[config.mk]
export PLATFORM = sky130hd
export DESIGN_NAME = xor_checked_packet_ring_receiver_core_flat
export DESIGN_NICKNAME = d
export VERILOG_FILES = /design/src/rtl/core/xcpr_pkg.sv /design/src/rtl/core/xcpr_channels.sv /design/src/rtl/core/xcpr_store.sv /design/src/rtl/core/xcpr_queue.sv /design/src/rtl/core/xcpr_front.sv /design/src/rtl/core/xcpr_back.sv /design/src/rtl/core/xor_checked_packet_ring_receiver_core.sv /design/src/flat_wrapper.sv
export SDC_FILE = /design/constraint.sdc
export NUM_CORES = 1
export LEC_CHECK = 0
export BUFFER_PORTS_ARGS = -buffer_cell sky130_fd_sc_hd__buf_2
export CORE_ASPECT_RATIO = 2
export CORE_MARGIN = 4
export CORE_UTILIZATION = 60
export CTS_CLUSTER_DIAMETER = 80
export DETAILED_ROUTE_END_ITERATION = 12
export PLACE_DENSITY = 0.77
export SETUP_SLACK_MARGIN = 0.05
export SLEW_MARGIN = 20
export SYNTH_ARGS = -nofsm -noshare
export SYNTH_HDL_FRONTEND = slang
export SYNTH_SLANG_ARGS = --single-unit
[constraint.sdc]
create_clock -name clk -period 5.22 [get_ports clk]
set_input_delay 0.522 -clock clk [delete_from_list [all_inputs] [get_ports clk]]
set_output_delay 0.522 -clock clk [all_outputs]
set_load 0.05 [all_outputs]
[src/rtl/core/xcpr_pkg.sv]
// ----------------------------------------------------------------------------
// xcpr_pkg
// Shared sizes, codes and types of the packet ring receiver.
// ----------------------------------------------------------------------------
`default_nettype none

package xcpr_pkg;

    localparam int BLOCK_BYTES = 8;
    localparam int BLOCK_SLOTS = 4;
    localparam int MAX_OUT     = 8;

    localparam int BYTE_W     = 8;
    localparam int PLEN_W     = 3;
    localparam int GAP_W      = 16;
    localparam int EV_W       = 4;
    localparam int CMD_W      = 2;
    localparam int CFG_IDX_W  = 2;
    localparam int CFG_DATA_W = 16;

    localparam int SLOT_W = $clog2(BLOCK_SLOTS);
    localparam int USED_W = $clog2(BLOCK_SLOTS + 1);
    localparam int ADDR_W = $clog2(BLOCK_BYTES * BLOCK_SLOTS);
    localparam int CNT_W  = $clog2(MAX_OUT + 1);

    localparam int DATA_MAX_INT = (BLOCK_BYTES - 1 < 7) ? BLOCK_BYTES - 1 : 7;
    localparam logic [PLEN_W-1:0] DATA_MAX = PLEN_W'(DATA_MAX_INT);

    localparam int QUEUE_DEPTH = 2;
    localparam int QPTR_W      = $clog2(QUEUE_DEPTH);
    localparam int QCNT_W      = $clog2(QUEUE_DEPTH + 1);

    localparam logic [CFG_IDX_W-1:0] CFG_HEADER = CFG_IDX_W'(0);
    localparam logic [CFG_IDX_W-1:0] CFG_LENGTH = CFG_IDX_W'(1);
    localparam logic [CFG_IDX_W-1:0] CFG_GAP    = CFG_IDX_W'(2);

    localparam logic [BYTE_W-1:0] HEADER_RST = BYTE_W'(0);
    localparam logic [PLEN_W-1:0] PLEN_RST   = PLEN_W'(1);
    localparam logic [GAP_W-1:0]  GAP_RST    = GAP_W'(100);

    typedef enum logic [CMD_W-1:0] {
        CMD_BYTE = 2'd0,
        CMD_TICK = 2'd1,
        CMD_POP  = 2'd2
    } cmd_t;

    typedef enum logic [EV_W-1:0] {
        EV_TAKEN      = 4'd0,
        EV_IGNORED    = 4'd1,
        EV_COMMIT     = 4'd2,
        EV_BAD_SUM    = 4'd3,
        EV_FULL_DROP  = 4'd4,
        EV_TICK       = 4'd5,
        EV_TIMEOUT    = 4'd6,
        EV_BLOCK_BYTE = 4'd7,
        EV_EMPTY      = 4'd8
    } event_t;

    typedef enum logic [1:0] {
        BK_IDLE,
        BK_FETCH,
        BK_EMIT
    } back_state_t;

    typedef struct packed {
        logic                is_pop;
        event_t              ev;
        logic                ring_empty;
        logic [SLOT_W-1:0]   slot;
        logic [CNT_W-1:0]    len;
    } queue_entry_t;

    typedef struct packed {
        logic                en;
        logic [ADDR_W-1:0]   addr;
        logic [BYTE_W-1:0]   data;
    } store_wr_t;

    typedef struct packed {
        logic                en;
        logic [ADDR_W-1:0]   addr;
    } store_rd_t;

    function automatic logic [ADDR_W-1:0] block_addr(input logic [SLOT_W-1:0] slot,
                                                     input logic [CNT_W-1:0]  idx);
        return ADDR_W'(slot) * ADDR_W'(BLOCK_BYTES) + ADDR_W'(idx);
    endfunction

endpackage

`default_nettype wire

[src/rtl/core/xcpr_channels.sv]
// ----------------------------------------------------------------------------
// xcpr channels
// Valid/ready channels for input items, result items and register writes.
// ----------------------------------------------------------------------------
`default_nettype none

interface xcpr_item_if;
    logic       valid;
    logic       ready;
    logic [1:0] cmd;
    logic [7:0] data_byte;

    modport source (output valid, cmd, data_byte, input ready);
    modport sink   (input valid, cmd, data_byte, output ready);
endinterface

interface xcpr_result_if;
    logic       valid;
    logic       ready;
    logic [3:0] event_res;
    logic [7:0] block_data;
    logic       last;
    logic       ring_empty;

    modport source (output valid, event_res, block_data, last, ring_empty, input ready);
    modport sink   (input valid, event_res, block_data, last, ring_empty, output ready);
endinterface

interface xcpr_cfg_if;
    logic        valid;
    logic        ready;
    logic [1:0]  index;
    logic [15:0] data;

    modport source (output valid, index, data, input ready);
    modport sink   (input valid, index, data, output ready);
endinterface

`default_nettype wire

[src/rtl/core/xcpr_store.sv]
// ----------------------------------------------------------------------------
// xcpr_store
// Block store: one write port, one read port with registered read data.
// ----------------------------------------------------------------------------
`default_nettype none

module xcpr_store
    import xcpr_pkg::*;
(
    input  wire logic              clk,
    input  wire store_wr_t         wr,
    input  wire store_rd_t         rd,
    output logic [BYTE_W-1:0]      rd_data
);

    logic [BYTE_W-1:0] mem_reg [BLOCK_BYTES*BLOCK_SLOTS];
    logic [BYTE_W-1:0] rd_data_reg;

    always_ff @(posedge clk)
    begin
        if (wr.en)
        begin
            mem_reg[wr.addr] <= wr.data;
        end
    end

    always_ff @(posedge clk)
    begin
        if (rd.en)
        begin
            rd_data_reg <= mem_reg[rd.addr];
        end
    end

    assign rd_data = rd_data_reg;

endmodule

`default_nettype wire

[src/rtl/core/xcpr_queue.sv]
// ----------------------------------------------------------------------------
// xcpr_queue
// Short queue of classified items between the front and back parts.
// ----------------------------------------------------------------------------
`default_nettype none

module xcpr_queue
    import xcpr_pkg::*;
(
    input  wire logic          clk,
    input  wire logic          rst_n,
    input  wire logic          push,
    input  wire queue_entry_t  entry_in,
    input  wire logic          pop,
    output queue_entry_t       entry_out,
    output logic               not_empty,
    output logic               full
);

    queue_entry_t        entries_reg [QUEUE_DEPTH];
    logic [QPTR_W-1:0]   wr_ptr_reg, wr_ptr_next;
    logic [QPTR_W-1:0]   rd_ptr_reg, rd_ptr_next;
    logic [QCNT_W-1:0]   count_reg, count_next;

    function automatic logic [QPTR_W-1:0] ptr_inc(input logic [QPTR_W-1:0] p);
        return (p == QPTR_W'(QUEUE_DEPTH - 1)) ? '0 : p + QPTR_W'(1);
    endfunction

    always_comb
    begin
        wr_ptr_next = push ? ptr_inc(wr_ptr_reg) : wr_ptr_reg;
        rd_ptr_next = pop ? ptr_inc(rd_ptr_reg) : rd_ptr_reg;
        count_next  = count_reg;
        if (push && !pop)
        begin
            count_next = count_reg + QCNT_W'(1);
        end
        else if (pop && !push)
        begin
            count_next = count_reg - QCNT_W'(1);
        end
    end

    always_ff @(posedge clk or negedge rst_n)
    begin
        if (!rst_n)
        begin
            wr_ptr_reg <= '0;
            rd_ptr_reg <= '0;
            count_reg  <= '0;
        end
        else
        begin
            wr_ptr_reg <= wr_ptr_next;
            rd_ptr_reg <= rd_ptr_next;
            count_reg  <= count_next;
        end
    end

    always_ff @(posedge clk)
    begin
        if (push)
        begin
            entries_reg[wr_ptr_reg] <= entry_in;
        end
    end

    assign entry_out = entries_reg[rd_ptr_reg];
    assign not_empty = (count_reg != '0);
    assign full      = (count_reg == QCNT_W'(QUEUE_DEPTH));

endmodule

`default_nettype wire

[src/rtl/core/xcpr_front.sv]
// ----------------------------------------------------------------------------
// xcpr_front
// Front part: registers, packet framing, gap timer and ring bookkeeping.
// ----------------------------------------------------------------------------
`default_nettype none

module xcpr_front
    import xcpr_pkg::*;
(
    input  wire logic     clk,
    input  wire logic     rst_n,
    xcpr_item_if.sink     item,
    xcpr_cfg_if.sink      cfg,
    output store_wr_t     store_wr,
    output queue_entry_t  q_entry,
    output logic          q_push,
    input  wire logic     q_full,
    input  wire logic     pop_done
);

    logic [BYTE_W-1:0] header_reg;
    logic [PLEN_W-1:0] plen_reg;
    logic [GAP_W-1:0]  gap_reg;

    logic              receiving_reg, receiving_next;
    logic [CNT_W-1:0]  bytes_left_reg, bytes_left_next;
    logic [BYTE_W-1:0] xor_reg, xor_next;
    logic [CNT_W-1:0]  write_index_reg, write_index_next;
    logic [GAP_W-1:0]  timer_reg, timer_next;
    logic [SLOT_W-1:0] in_slot_reg, in_slot_next;
    logic [SLOT_W-1:0] out_slot_reg, out_slot_next;
    logic [USED_W-1:0] used_reg, used_next;
    logic              overflow_reg, overflow_next;
    logic              pop_busy_reg, pop_busy_next;

    logic              accept;
    logic [PLEN_W-1:0] data_len;
    logic [CNT_W-1:0]  pkt_bytes;
    logic [CNT_W-1:0]  bytes_dec;
    logic              ring_full;
    event_t            ev;
    logic              is_pop;

    function automatic logic [SLOT_W-1:0] slot_inc(input logic [SLOT_W-1:0] s);
        return (s == SLOT_W'(BLOCK_SLOTS - 1)) ? '0 : s + SLOT_W'(1);
    endfunction

    assign item.ready = !q_full && !pop_busy_reg;
    assign cfg.ready  = 1'b1;
    assign accept     = item.valid && item.ready;

    assign data_len  = (plen_reg > DATA_MAX) ? DATA_MAX : plen_reg;
    assign pkt_bytes = CNT_W'(data_len) + CNT_W'(1);
    assign bytes_dec = (bytes_left_reg != '0) ? bytes_left_reg - CNT_W'(1) : bytes_left_reg;
    assign ring_full = (used_reg == USED_W'(BLOCK_SLOTS));

    always_comb
    begin
        receiving_next   = receiving_reg;
        bytes_left_next  = bytes_left_reg;
        xor_next         = xor_reg;
        write_index_next = write_index_reg;
        timer_next       = timer_reg;
        in_slot_next     = in_slot_reg;
        out_slot_next    = out_slot_reg;
        used_next        = used_reg;
        overflow_next    = overflow_reg;
        pop_busy_next    = pop_done ? 1'b0 : pop_busy_reg;
        ev               = EV_IGNORED;
        is_pop           = 1'b0;
        store_wr.en      = 1'b0;
        store_wr.addr    = block_addr(in_slot_reg, write_index_reg);
        store_wr.data    = item.data_byte;

        if (accept)
        begin
            case (cmd_t'(item.cmd))
                CMD_BYTE:
                begin
                    if (!receiving_reg)
                    begin
                        if (item.data_byte == header_reg)
                        begin
                            bytes_left_next  = pkt_bytes;
                            overflow_next    = ring_full;
                            store_wr.en      = !ring_full;
                            store_wr.addr    = block_addr(in_slot_reg, '0);
                            write_index_next = CNT_W'(1);
                            timer_next       = gap_reg;
                            xor_next         = item.data_byte;
                            receiving_next   = 1'b1;
                            ev               = EV_TAKEN;
                        end
                    end
                    else
                    begin
                        bytes_left_next = bytes_dec;
                        if (bytes_dec != '0)
                        begin
                            store_wr.en      = !ring_full;
                            overflow_next    = overflow_reg || ring_full;
                            write_index_next = write_index_reg + CNT_W'(1);
                            timer_next       = gap_reg;
                            xor_next         = xor_reg ^ item.data_byte;
                            ev               = EV_TAKEN;
                        end
                        else
                        begin
                            if (xor_reg != item.data_byte)
                            begin
                                ev = EV_BAD_SUM;
                            end
                            else if (overflow_reg || ring_full)
                            begin
                                ev = EV_FULL_DROP;
                            end
                            else
                            begin
                                in_slot_next = slot_inc(in_slot_reg);
                                used_next    = used_reg + USED_W'(1);
                                ev           = EV_COMMIT;
                            end
                            write_index_next = '0;
                            timer_next       = '0;
                            receiving_next   = 1'b0;
                            overflow_next    = 1'b0;
                        end
                    end
                end
                CMD_TICK:
                begin
                    ev = EV_TICK;
                    if (timer_reg != '0)
                    begin
                        timer_next = timer_reg - GAP_W'(1);
                        if (timer_reg == GAP_W'(1))
                        begin
                            if (receiving_reg)
                            begin
                                ev = EV_TIMEOUT;
                            end
                            receiving_next   = 1'b0;
                            bytes_left_next  = '0;
                            write_index_next = '0;
                            overflow_next    = 1'b0;
                        end
                    end
                end
                CMD_POP:
                begin
                    if (used_reg == '0)
                    begin
                        ev = EV_EMPTY;
                    end
                    else
                    begin
                        is_pop        = 1'b1;
                        ev            = EV_BLOCK_BYTE;
                        out_slot_next = slot_inc(out_slot_reg);
                        used_next     = used_reg - USED_W'(1);
                        pop_busy_next = 1'b1;
                    end
                end
                default:
                begin
                    ev = EV_IGNORED;
                end
            endcase
        end
    end

    assign q_push             = accept;
    assign q_entry.is_pop     = is_pop;
    assign q_entry.ev         = ev;
    assign q_entry.ring_empty = (used_next == '0);
    assign q_entry.slot       = out_slot_reg;
    assign q_entry.len        = pkt_bytes;

    always_ff @(posedge clk or negedge rst_n)
    begin
        if (!rst_n)
        begin
            header_reg <= HEADER_RST;
            plen_reg   <= PLEN_RST;
            gap_reg    <= GAP_RST;
        end
        else if (cfg.valid && cfg.ready)
        begin
            case (cfg.index)
                CFG_HEADER: header_reg <= cfg.data[BYTE_W-1:0];
                CFG_LENGTH: plen_reg   <= cfg.data[PLEN_W-1:0];
                CFG_GAP:    gap_reg    <= cfg.data[GAP_W-1:0];
                default:    header_reg <= header_reg;
            endcase
        end
    end

    always_ff @(posedge clk or negedge rst_n)
    begin
        if (!rst_n)
        begin
            receiving_reg   <= 1'b0;
            bytes_left_reg  <= '0;
            xor_reg         <= '0;
            write_index_reg <= '0;
            timer_reg       <= '0;
            in_slot_reg     <= '0;
            out_slot_reg    <= '0;
            used_reg        <= '0;
            overflow_reg    <= 1'b0;
            pop_busy_reg    <= 1'b0;
        end
        else
        begin
            receiving_reg   <= receiving_next;
            bytes_left_reg  <= bytes_left_next;
            xor_reg         <= xor_next;
            write_index_reg <= write_index_next;
            timer_reg       <= timer_next;
            in_slot_reg     <= in_slot_next;
            out_slot_reg    <= out_slot_next;
            used_reg        <= used_next;
            overflow_reg    <= overflow_next;
            pop_busy_reg    <= pop_busy_next;
        end
    end

endmodule

`default_nettype wire

[src/rtl/core/xcpr_back.sv]
// ----------------------------------------------------------------------------
// xcpr_back
// Back part: turns queued items into results and streams popped blocks.
// ----------------------------------------------------------------------------
`default_nettype none

module xcpr_back
    import xcpr_pkg::*;
(
    input  wire logic           clk,
    input  wire logic           rst_n,
    input  wire queue_entry_t   q_entry,
    input  wire logic           q_valid,
    output logic                q_pop,
    output store_rd_t           store_rd,
    input  wire logic [BYTE_W-1:0] rd_data,
    output logic                pop_done,
    xcpr_result_if.source       result
);

    back_state_t        state_reg, state_next;
    logic [SLOT_W-1:0]  slot_reg;
    logic [CNT_W-1:0]   len_reg;
    logic               empty_reg;
    logic [CNT_W-1:0]   cnt_reg, cnt_next;

    logic               out_valid_reg;
    event_t             out_ev_reg;
    logic [BYTE_W-1:0]  out_data_reg;
    logic               out_last_reg;
    logic               out_empty_reg;

    logic               out_free;
    logic               last_byte;
    logic               latch;
    logic               load;
    event_t             ld_ev;
    logic [BYTE_W-1:0]  ld_data;
    logic               ld_last;
    logic               ld_empty;

    assign out_free  = !out_valid_reg || result.ready;
    assign last_byte = (cnt_reg == len_reg - CNT_W'(1));

    always_comb
    begin
        state_next = state_reg;
        case (state_reg)
            BK_IDLE:
            begin
                if (q_valid && q_entry.is_pop)
                begin
                    state_next = BK_FETCH;
                end
            end
            BK_FETCH:
            begin
                state_next = BK_EMIT;
            end
            BK_EMIT:
            begin
                if (out_free)
                begin
                    state_next = last_byte ? BK_IDLE : BK_FETCH;
                end
            end
            default:
            begin
                state_next = BK_IDLE;
            end
        endcase
    end

    always_comb
    begin
        q_pop         = 1'b0;
        latch         = 1'b0;
        load          = 1'b0;
        pop_done      = 1'b0;
        cnt_next      = cnt_reg;
        store_rd.en   = 1'b0;
        store_rd.addr = block_addr(slot_reg, cnt_reg);
        ld_ev         = q_entry.ev;
        ld_data       = '0;
        ld_last       = 1'b1;
        ld_empty      = q_entry.ring_empty;
        case (state_reg)
            BK_IDLE:
            begin
                if (q_valid)
                begin
                    if (q_entry.is_pop)
                    begin
                        q_pop    = 1'b1;
                        latch    = 1'b1;
                        cnt_next = '0;
                    end
                    else if (out_free)
                    begin
                        q_pop = 1'b1;
                        load  = 1'b1;
                    end
                end
            end
            BK_FETCH:
            begin
                store_rd.en = 1'b1;
            end
            BK_EMIT:
            begin
                if (out_free)
                begin
                    load     = 1'b1;
                    ld_ev    = EV_BLOCK_BYTE;
                    ld_data  = rd_data;
                    ld_last  = last_byte;
                    ld_empty = empty_reg;
                    if (last_byte)
                    begin
                        pop_done = 1'b1;
                    end
                    else
                    begin
                        cnt_next = cnt_reg + CNT_W'(1);
                    end
                end
            end
            default:
            begin
                q_pop = 1'b0;
            end
        endcase
    end

    always_ff @(posedge clk or negedge rst_n)
    begin
        if (!rst_n)
        begin
            state_reg     <= BK_IDLE;
            cnt_reg       <= '0;
            out_valid_reg <= 1'b0;
        end
        else
        begin
            state_reg <= state_next;
            cnt_reg   <= cnt_next;
            if (load)
            begin
                out_valid_reg <= 1'b1;
            end
            else if (result.ready)
            begin
                out_valid_reg <= 1'b0;
            end
        end
    end

    always_ff @(posedge clk)
    begin
        if (latch)
        begin
            slot_reg  <= q_entry.slot;
            len_reg   <= q_entry.len;
            empty_reg <= q_entry.ring_empty;
        end
        if (load)
        begin
            out_ev_reg    <= ld_ev;
            out_data_reg  <= ld_data;
            out_last_reg  <= ld_last;
            out_empty_reg <= ld_empty;
        end
    end

    assign result.valid      = out_valid_reg;
    assign result.event_res  = out_ev_reg;
    assign result.block_data = out_data_reg;
    assign result.last       = out_last_reg;
    assign result.ring_empty = out_empty_reg;

endmodule

`default_nettype wire

[src/rtl/core/xor_checked_packet_ring_receiver_core.sv]
// ----------------------------------------------------------------------------
// xor_checked_packet_ring_receiver_core
// Frames XOR-checked packets from a byte stream into a ring of blocks.
// ----------------------------------------------------------------------------
//  channel  | dir | fields                                      | accepted when
//  item     | in  | cmd[1:0], data_byte[7:0]                    | valid & ready
//  result   | out | event_res[3:0], block_data[7:0], last, ring_empty | valid & ready
//  cfg      | in  | index[1:0], data[15:0]                      | valid & ready
//
//  Byte, tick and other items: one per cycle while ready (queue not full,
//  not popping); result via queue, then output register. A pop gives header
//  plus data bytes, each via block store read, then output register; intake
//  holds from the pop until its last byte is loaded. Reset clears all control
//  state at once; the block store holds no reset value and needs no clearing
//  pass. A stalled result holds in the output register while the queue fills.
// ----------------------------------------------------------------------------
`default_nettype none

module xor_checked_packet_ring_receiver_core
    import xcpr_pkg::*;
(
    input  wire logic      clk,
    input  wire logic      rst_n,
    xcpr_item_if.sink      item,
    xcpr_result_if.source  result,
    xcpr_cfg_if.sink       cfg
);

    store_wr_t          store_wr;
    store_rd_t          store_rd;
    logic [BYTE_W-1:0]  rd_data;
    queue_entry_t       q_in;
    queue_entry_t       q_out;
    logic               q_push;
    logic               q_pop;
    logic               q_valid;
    logic               q_full;
    logic               pop_done;

    xcpr_front u_front (
        .clk      (clk),
        .rst_n    (rst_n),
        .item     (item),
        .cfg      (cfg),
        .store_wr (store_wr),
        .q_entry  (q_in),
        .q_push   (q_push),
        .q_full   (q_full),
        .pop_done (pop_done)
    );

    xcpr_queue u_queue (
        .clk       (clk),
        .rst_n     (rst_n),
        .push      (q_push),
        .entry_in  (q_in),
        .pop       (q_pop),
        .entry_out (q_out),
        .not_empty (q_valid),
        .full      (q_full)
    );

    xcpr_store u_store (
        .clk     (clk),
        .wr      (store_wr),
        .rd      (store_rd),
        .rd_data (rd_data)
    );

    xcpr_back u_back (
        .clk      (clk),
        .rst_n    (rst_n),
        .q_entry  (q_out),
        .q_valid  (q_valid),
        .q_pop    (q_pop),
        .store_rd (store_rd),
        .rd_data  (rd_data),
        .pop_done (pop_done),
        .result   (result)
    );

endmodule

`default_nettype wire
[src/flat_wrapper.sv]
// flat-port wrapper written by rule: the top's interface ports become plain ports
module xor_checked_packet_ring_receiver_core_flat import xcpr_pkg::*;
  (clk, rst_n, item_valid, item_cmd, item_data_byte, item_ready, result_valid, result_event_res, result_block_data, result_last, result_ring_empty, result_ready, cfg_valid, cfg_index, cfg_data, cfg_ready);
  xcpr_item_if item_i ();
  xcpr_result_if result_i ();
  xcpr_cfg_if cfg_i ();
  input  wire logic clk;
  input  wire logic rst_n;
  input wire logic [$bits(item_i.valid)-1:0] item_valid;
  input wire logic [$bits(item_i.cmd)-1:0] item_cmd;
  input wire logic [$bits(item_i.data_byte)-1:0] item_data_byte;
  output wire logic [$bits(item_i.ready)-1:0] item_ready;
  output wire logic [$bits(result_i.valid)-1:0] result_valid;
  output wire logic [$bits(result_i.event_res)-1:0] result_event_res;
  output wire logic [$bits(result_i.block_data)-1:0] result_block_data;
  output wire logic [$bits(result_i.last)-1:0] result_last;
  output wire logic [$bits(result_i.ring_empty)-1:0] result_ring_empty;
  input wire logic [$bits(result_i.ready)-1:0] result_ready;
  input wire logic [$bits(cfg_i.valid)-1:0] cfg_valid;
  input wire logic [$bits(cfg_i.index)-1:0] cfg_index;
  input wire logic [$bits(cfg_i.data)-1:0] cfg_data;
  output wire logic [$bits(cfg_i.ready)-1:0] cfg_ready;
  assign item_i.valid = item_valid;
  assign item_i.cmd = item_cmd;
  assign item_i.data_byte = item_data_byte;
  assign item_ready = item_i.ready;
  assign result_valid = result_i.valid;
  assign result_event_res = result_i.event_res;
  assign result_block_data = result_i.block_data;
  assign result_last = result_i.last;
  assign result_ring_empty = result_i.ring_empty;
  assign result_i.ready = result_ready;
  assign cfg_i.valid = cfg_valid;
  assign cfg_i.index = cfg_index;
  assign cfg_i.data = cfg_data;
  assign cfg_ready = cfg_i.ready;
  xor_checked_packet_ring_receiver_core u_core (.clk(clk), .rst_n(rst_n), .item(item_i), .result(result_i), .cfg(cfg_i));
endmodule
== Word level (Yosys, flattened, before mapping) ==
Memories as Yosys holds them, arrays and structs flattened. A register that Yosys moved wholly into a read port is not among the register bits.
Cells that the tools add are included.

* Output and inout port bits: 17
* RAM bits: 280
* Bits of input ports: 33
* Bits in read-only memories: 0
* Memories kept: 2
* Bits in latches: 0
* Register bits after elaboration: 101

{| class="wikitable"
|+ Memory list
! name !! words !! bits a word !! rd ports !! clocked after memory_dff !! wr ports !! RTL line !! text
|-
| u_core.u_store.mem_reg || 32 || 8 || 1 || 1 || 1 || xcpr_store.sv:16 || <nowiki>logic [BYTE_W-1:0] mem_reg [BLOCK_BYTES*BLOCK_SLOTS];</nowiki>
|-
| u_core.u_queue.entries_reg || 2 || 12 || 1 || 0 || 1 || xcpr_queue.sv:20 || <nowiki>queue_entry_t entries_reg [QUEUE_DEPTH];</nowiki>
|}

* Magnitude comparators: 1
* Shifts and indexed selects: 0
* Equal/unequal tests: 23
* $mul: 0
* Multiplexer cells: 99
* Bitwise gates (word level): 5
* Add/subtract/negate cells: 16
* Reduce and logical (&&, ||, !) cells: 39
* Divide/modulo/power cells: 0

{| class="wikitable"
|+ Operators with widths
! cell !! count
|-
| $mux W4 || 17
|-
| $mux W16 || 4
|-
| $mux W1 || 42
|-
| $pmux W16 S2 || 1
|-
| $mux W3 || 10
|-
| $mux W8 || 3
|-
| $pmux W4 S2 || 3
|-
| $mux W2 || 9
|-
| $mux W6 || 3
|-
| $eq A16 B1 Y1 const B || 1
|-
| $reduce_bool A16 Y1 || 1
|-
| $sub A16 B1 Y16 const B || 1
|-
| $ne A2 B2 Y1 const B || 7
|-
| $eq A2 B2 Y1 const B || 6
|-
| $pmux W4 S3 || 1
|-
| $reduce_and A4 Y1 || 3
|-
| $reduce_bool A2 Y1 || 6
|-
| $add A5 B4 Y5 || 2
|-
| $reduce_and A2 Y1 || 5
|-
| $reduce_and A5 Y1 || 2
|-
| $add A4 B1 Y4 const B || 2
|-
| $eq A8 B8 Y1 || 1
|-
| $ne A8 B8 Y1 || 1
|-
| $reduce_bool A4 Y1 || 2
|-
| 26 further kinds || 50
|}

== Logic depth before layout (Yosys ltp) ==
Gate-level depths: netlist of the first run.

* Depth in word-level cells: 9
* Gate-level depth with buffers: 9
* Depth with buffers taken out: 8

== Hierarchy ==
Synthesis of the first run repeated with hierarchy kept, for this count alone.

* Cell total of the unflattened synthesis: 1006
* Area, all modules: 16754.8 sq um

{| class="wikitable"
|+ Modules (own cells, without submodules)
! module !! times used !! seq. area each (sq um) !! cells each !! area an instance (sq um)
|-
| xcpr_store || 1 || 7927.6 || 417 || 10133.5
|-
| xcpr_front || 1 || 1731.7 || 431 || 4204.0
|-
| xcpr_back || 1 || 805.8 || 105 || 1327.5
|-
| xcpr_queue || 1 || 820.8 || 53 || 1089.8
|}

== Worst setup path after synthesis of the first run ==
OpenSTA, ideal clock, no wires.

* Kind: register to register
* From: reg u_core.u_front.bytes_left_reg[0]
* To: mem u_core.u_store.mem_reg[23][0], enable pin
* Cell stages (with the launch flop): 10
* Required time: 4.825 ns
* Slack: 2.154 ns
* Library setup time: 0.395 ns
* Arrival time: 2.671 ns
* Period minus slack after synthesis: 3.066 ns
* Cell sequence: dfrtp_1 > inv_1 > ha_1 > nor3b_2 > and3_1 > nor2_4 > nand4_1 > or2_2 > clkbuf_1 > nor4_1

* Word-level cells in the longest chain between the ends: 9
* Elaborated cells between the ends (all ways): 10

{| class="wikitable"
|+ Ends and longest elaborated chain
! what !! RTL line !! text
|-
| start: declaration || xcpr_front.sv:26 || <nowiki>logic [CNT_W-1:0] bytes_left_reg, bytes_left_next;</nowiki>
|-
| start signal: assignment || xcpr_front.sv:216 || <nowiki>bytes_left_reg <= bytes_left_next;</nowiki>
|-
| $sub A4 B1 Y4 / $reduce_bool A4 Y1 (equally long branches) || xcpr_front.sv:54 || <nowiki>assign bytes_dec = (bytes_left_reg != '0) ? bytes_left_reg - CNT_W'(1) : bytes_left_reg;</nowiki>
|-
| $mux W4 * || xcpr_front.sv:54 ||
|-
| $reduce_bool A4 Y1 * || xcpr_front.sv:98 || <nowiki>if (bytes_dec != '0)</nowiki>
|-
| $mux W1 * || xcpr_front.sv:98 ||
|-
| $mux W1 * || xcpr_front.sv:80 || <nowiki>if (!receiving_reg)</nowiki>
|-
| $mux W6 * || xcpr_front.sv:77 || <nowiki>case (cmd_t'(item.cmd))</nowiki>
|-
| $mux W6 * || xcpr_front.sv:75 || <nowiki>if (accept)</nowiki>
|-
| $mux W1 * || xcpr_store.sv:21 || <nowiki>if (wr.en)</nowiki>
|-
| $mux W1 (implied by the code) * || xcpr_store.sv:23 || <nowiki>mem_reg[wr.addr] <= wr.data;</nowiki>
|-
| end: declaration || xcpr_store.sv:16 ||
|}

Mark *: on every way between the ends. The rest lies on a longest branch, timed or not.

== Final worst setup path of the first run ==
* From: reg u_core.u_front.bytes_left_reg[0]
* To: mem u_core.u_store.mem_reg[22][2], enable pin

The elaborated chain is that of the path after synthesis.

==> impl_metrics.yaml, run 1 <==
critical_path:
  arrival_ns: 3.75
  reg2reg_to: "u_core.u_store.mem_reg[22][2]$_DFFE_PP_"
  startpoint_type: "flop"
  rr_startpoint: "u_core.u_front.bytes_left_reg[0]$_DFFE_PN0P_"
  endpoint_kind: "flop"
  crit_fanout: 8
  ff2ff_path_depth: 8
  critical_path_class: "flop to flop"
  cp.required_ns: 5.41
  reg2reg_setup_slack_ns: 1.67
final_layout:
  area_delta_synth_final_pct: 10.78
  num-nets-final: 1103
  fin_util_pct: 67.88
  largest_reg_flops: 256
  drive_gt1_share_pct: 25.23
  finalNonFillerCells: 1426
  diodes: 0
placement:
  port_buffers: 48
  gp_congestion: 0.8742
  dp_cells: 1368
  hpwl_um: 25380
  dp_slack_ns: 1.583
power:
  switchingPower_mw: 2.450
  p_per_area_nw_per_um2: 455.6
  seqPwrFrac_pct: 47.4
  clkPwrFrac_pct: 30.1
  swShare_pct: 29.22
  ir_drop_mv: 0.3308
  p_leak_nw: 6.306
  p_int_mw: 5.937
  pwr-share-comb_pct: 22.5
synth:
  syn_area_um2: 16620
  synth_top_area_cell: "edfxtp_1"
  yosys.area.top_type_share_pct: 55.84
  post_synth_inst_count: 994
  seq_area_frac_synth_pct: 67.92
  synthDistinctLibCells: 75
  synthFlopType: "edfxtp_1"
  netlist_top_cells_area: "edfxtp_1 (56%), dfrtp_1 (11%), mux4_2 (9.1%)"
  synth_compound_area_share_pct: 4.774
  synthesis.area_per_instance_um2: 16.72
  synthMuxAreaShare_pct: 15.04
  ys_warn_count: 0
  async_flop_share_pct: 20.57
  synth_enable_flop_cells: 309
  synth_xor_area_share_pct: 1.822
  ys_ff_latch: 389
  syn_nets: 1043
  synthAdderAreaFrac_pct: 1.205
  synth-simple-area-share_pct: 7.417
  synth_top_family_by_area: "multiplexers"
min_path:
  min_from: "cfg_data[10]"
  hold_path_depth: 2
  worstHoldPathType: "input pin to flop"
  min_to: "u_core.u_front.gap_reg[10]$_DFFE_PN0P_"
clocking:
  clk_latency_ns: 0.58
  clk_path_buf_depth: 3
  cts_sinks: 389
  htree_levels: 1
  post-cts-setup-buffers: 0
  cts_resized: 0
  hold_buffers: 1
  numCtsBuffers: 31
  clk_pin_slew_ns: 0.07
  cts_tree: "done"
  cts-root-buf: "clkbuf_16"
global_routing:
  globalRouteOverflowTotal: 0
  antenna_found_initial: 0
  grt_util_all_layers_pct: 24.04
  grt_first_pass_wirelength_um: 55500
  first_global_vias: 9291
  grt_max_degree: 78
timing:
  hold_viol: 0
  slew-limit-headroom_pct: 26.21
  rsz0062_at_grt: "no"
  tightest_slew_ns: 1.098
  drv_slew: 0
  fmax_mhz: 281.6
  holdWs_ns: 0.1677
  setup_viol: 0
  fin_ws_ns: 1.669
  post-route-min-period_ns: 3.551
  fin_worst_skew_ns: 0.01645
  finalCritPeriodShare_pct: 68.03
  setup_tns_ns: 0
die:
  fp.dieW_um: 125.7
  die-area_um2: 30580
  io-pin-count: 50
  die_y_um: 243.4
  rows: 85
  start_util_pct: 61.27
  core_um2: 27120
route:
  drc: 0
  dr.pass1.iters: 6
  wire_per_inst_um: 25.34
  first_iter_violations: 664
  vias: 8993
  vias_per_cell: 6.306
  drt-total-wl_um: 36140
  postRouteAntennaNets: 0
run_status:
  status: "finished clean"
run:
  maxCapViolCount: 0
-- layer usage --
metal	vias up	global-route usage [%]	share of wire, %
li1	4029	-	-
met1	4613	25.71	32
met2	290	46.86	59
met3	61	1.885	4.1
met4	0	11.40	5.2
met5	-	0	0
-- area by class of cell --
cell class	instances	area [um^2]
flip-flops and latches	389	11290
fillers	1794	8712
multi-input cells	543	5070
clock buffers	40	880.8
repair buffers	73	445.4
well taps	348	435.4
clock inverters	17	225.2
inverters	16	60.06
-- synth_stat cells (3+ instances only) --
library cell	count
edfxtp_1	309
dfrtp_1	76
mux4_2	67
nor2_1	65
mux2_2	47
nand2_1	43
o21ai_0	40
a21oi_1	33
clkbuf_1	24
nor3_1	20
xor2_1	17
ha_1	16
inv_1	16
nand3_1	15
xnor2_1	15
mux4_1	13
mux2i_1	12
and2_1	10
nor4_1	10
buf_2	9
nand4_1	9
buf_1	8
nand2b_1	8
nor2b_1	7
o211ai_1	7
and3_1	5
nand3b_1	5
nor4_2	5
o31ai_1	5
or2_2	5
a21o_1	4
a31oi_1	4
dfstp_2	4
a221o_1	3
a31o_2	3
-- kinds of logic (layout without fill, tap and decap cells) --
group           count (synthesis)  count (layout)
xor+xnor                       33              33
other cells                     1               1
compound gates                125             125
mux                           139             139
flops                         389             389
buf+inv                        62             146
fa+ha+maj                      16              16
simple gates                  229             229
-- worst max-delay path by stage --
stage / to / startpoint / depth (start not counted)
after floorplan: u_core.u_store.mem_reg[23][0]$_DFFE_PP_ / u_core.u_front.bytes_left_reg[0]$_DFFE_PN0P_ / 9
after global placement: u_core.u_store.mem_reg[24][1]$_DFFE_PP_ / item_data_byte[4] / 9
after detailed placement: u_core.u_store.mem_reg[0][1]$_DFFE_PP_ / item_data_byte[4] / 9
after CTS: u_core.u_store.mem_reg[30][6]$_DFFE_PP_ / u_core.u_front.bytes_left_reg[0]$_DFFE_PN0P_ / 8
after global routing: u_core.u_store.mem_reg[22][2]$_DFFE_PP_ / u_core.u_front.bytes_left_reg[0]$_DFFE_PN0P_ / 8
final: u_core.u_store.mem_reg[22][2]$_DFFE_PP_ / u_core.u_front.bytes_left_reg[0]$_DFFE_PN0P_ / 8
-- critical path, cell delays in order (launching register included) --
cell	delay, ns
dfrtp_1	0.44
inv_1	0.09
ha_1	0.27
nor3b_2	0.21
and3_1	0.24
nor2_4	0.18
nand4_1	0.15
or3b_1	0.62
nor4_2	0.96
-- power by group through the flow --
stage	Sequential [mW]	Combinational, mW	Clock (mW)
6_report	3.98	1.89	2.52
3_5_place_dp	4.04	1.89	0
2_1_floorplan	4.07	1.27	0
5_1_grt	4.02	2.02	2.67
4_1_cts	3.98	1.91	2.56
3_3_place_gp	4.03	1.85	0
-- through the flow --
stage | total power [mW] | area [um^2]
after detailed placement | 5.933 | 17270
after global placement | 5.881 | 17260
final | 8.387 | 18410
after floorplan | 5.335 | 16620
after global routing | 8.707 | 18410
after CTS | 8.444 | 18390
-- cells in the final DEF, fill, tap and decap left out, types with 17 or more instances in the layout --
master     netlist  layout
a21oi_1         33      33
buf_2            9      47
buf_4            1      24
clkbuf_16        0      32
dfrtp_1         76      74
edfxtp_1       309     309
mux2_2          47      47
mux4_2          67      67
nand2_1         43      43
nor2_1          65      64
nor3_1          20      17
o21ai_0         40      40
xor2_1          17      17
(Power assumes the default switching activity.)
==> run 2, diff against run 1 <==
==> constraint.sdc (replaced) <==
create_clock -name clk -period 3.6 [get_ports clk]
set_input_delay 0.36 -clock clk [delete_from_list [all_inputs] [get_ports clk]]
set_output_delay 0.36 -clock clk [all_outputs]
set_load 0.05 [all_outputs]
==> impl_metrics.yaml, run 2 (synthesis gave the netlist of run 1 again) <==
die:
  core_um2: 27120
  io-pin-count: 50
  fp.dieW_um: 125.7
  start_util_pct: 61.27
  die_y_um: 243.4
  die-area_um2: 30580
  rows: 85
power:
  p_per_area_nw_per_um2: 657.3
  p_leak_nw: 6.443
  swShare_pct: 29.23
  pwr-share-comb_pct: 23.7
  ir_drop_mv: 0.5087
  clkPwrFrac_pct: 29.7
  p_int_mw: 8.638
  switchingPower_mw: 3.567
  seqPwrFrac_pct: 46.6
global_routing:
  grt_first_pass_wirelength_um: 58260
  first_global_vias: 9797
  grt_util_all_layers_pct: 25.42
  grt_max_degree: 63
  globalRouteOverflowTotal: 0
  antenna_found_initial: 1
final_layout:
  drive_gt1_share_pct: 26.24
  fin_util_pct: 68.47
  final_cell_mix: "edfxtp_1 (309), dfrtp_1 (74), mux4_2 (67), nor2_1 (65), buf_4 (52)"
  largest_reg_flops: 256
  area_delta_synth_final_pct: 11.75
  final_common_cell: "edfxtp_1"
  num-nets-final: 1134
route:
  dr.pass1.iters: 5
  first_iter_violations: 764
  vias: 9177
  vias_per_cell: 6.312
  drc: 0
  postRouteAntennaNets: 0
  wire_per_inst_um: 25.91
  drt-total-wl_um: 37670
min_path:
  hold_path_depth: 2
  worstHoldPathType: "input pin to flop"
timing:
  finalCritPeriodShare_pct: 87.40
  post-route-min-period_ns: 3.146
  hold_viol: 0
  setup_tns_ns: 0
  setup_viol: 0
  drv_slew: 0
  fin_worst_skew_ns: 0.01813
  slew-limit-headroom_pct: 31.10
  fmax_mhz: 317.8
  tightest_slew_ns: 1.030
  rsz0062_at_grt: "no"
clocking:
  hold_buffers: 1
  cts-root-buf: "clkbuf_16"
  cts_resized: 0
  clk_path_buf_depth: 3
  post-cts-setup-buffers: 0
  numCtsBuffers: 34
  htree_levels: 2
  clk_latency_ns: 0.52
  clk_pin_slew_ns: 0.06
  cts_sinks: 389
  cts_tree: "done"
critical_path:
  critical_path_class: "flop to flop"
  crit_fanout: 8
  cp.required_ns: 3.75
  arrival_ns: 3.29
  critPathMaxStageDelay_ns: 0.62
  startpoint_type: "flop"
  ff2ff_path_depth: 8
  slowest_stage: "nor2_1"
  worstPathCellList: "inv_1, ha_1, nor3b_2, and3_1, nor2_4, nand4_1, or3b_1, nor2_1"
  endpoint_kind: "flop"
run_status:
  status: "finished clean"
placement:
  gp_congestion: 0.8881
  port_buffers: 48
  hpwl_um: 26590
run:
  maxCapViolCount: 0
run 2: changes by cell type in the layout (fill, tap and decap cells not counted), moves of 2 or more:
cell	before	now
clkbuf_16	32	35
clkbuf_1	3	6
clkinv_1	2	5
clkinv_2	5	3
buf_4	24	52
clkbuf_8	5	1
nor3_1	17	19
clkinvlp_4	3	1
run 2: final cells by class:
type / count / area [um^2]
timing repair buffer: 101 / 655.6
multi-input combinational: 543 / 5042
clock inverter: 14 / 170.2
antenna: 1 / 2.502
clock buffer: 42 / 912.1
tap: 348 / 435.4
fill: 1763 / 8551
inverter: 16 / 60.06
sequential: 389 / 11290
run 2: power groups by stage:
stage               Sequential [mW]  Combinational, mW  Clock, mW
finish                         5.69               2.90       3.62
global route                   5.73               3.10       3.84
CTS                            5.68               2.92       3.66
detailed placement             5.77               2.88          0
global placement               5.74               2.82          0
floorplan                      5.90               1.84          0
run 2: layer usage:
metal  global-route usage [%]  vias up  share of wire (%)
met1                    25.74     4686                 31
li1                         -     4094                  -
met2                    49.26      303                 58
met4                    13.76        0                6.3
met5                        0        -                  0
met3                    3.266       94                4.4
run 2: per-stage QoR:
step	instance area, um^2	setup slack [ns]	hold WS [ns]	power (mW)	cells
global route	18570	0.2381	0.07931	12.68	1453
CTS	18570	0.4489	0.06697	12.26	1453
finish	18570	0.4536	0.08055	12.20	1454
global placement	17470	0.6058	0.4736	8.562	1396
detailed placement	17470	0.4857	0.4838	8.654	1396
floorplan	16620	0.5345	0.06441	7.735	994
run 2: worst max-delay path: cells and delay by family, from the launching register on:
kind / cells / cell delay [ns]
and+or+nand+nor: 6 / 1.98
buffers and inverters: 1 / 0.09
DFF: 1 / 0.43
adders and majority gates: 1 / 0.26
run 2: worst paths after layout:
kind / to / start / slack, ns
setup / recovery: u_core.u_store.mem_reg[18][7]$_DFFE_PP_ / u_core.u_front.bytes_left_reg[0]$_DFFE_PN0P_ / 0.45
hold / removal: u_core.u_front.gap_reg[9]$_DFFE_PN0P_ / cfg_data[9] / 0.08
setup reg to reg: u_core.u_store.mem_reg[18][7]$_DFFE_PP_ / u_core.u_front.bytes_left_reg[0]$_DFFE_PN0P_ / 0.45
hold reg to reg: u_core.u_queue.wr_ptr_reg$_DFFE_PN0P_ / u_core.u_queue.wr_ptr_reg$_DFFE_PN0P_ / 0.49
max in group asynchronous: u_core.u_front.plen_reg[0]$_DFFE_PN1P_ / rst_n / 2.31
min in group asynchronous: u_core.u_front.out_slot_reg[0]$_DFFE_PN0P_ / rst_n / 0.45
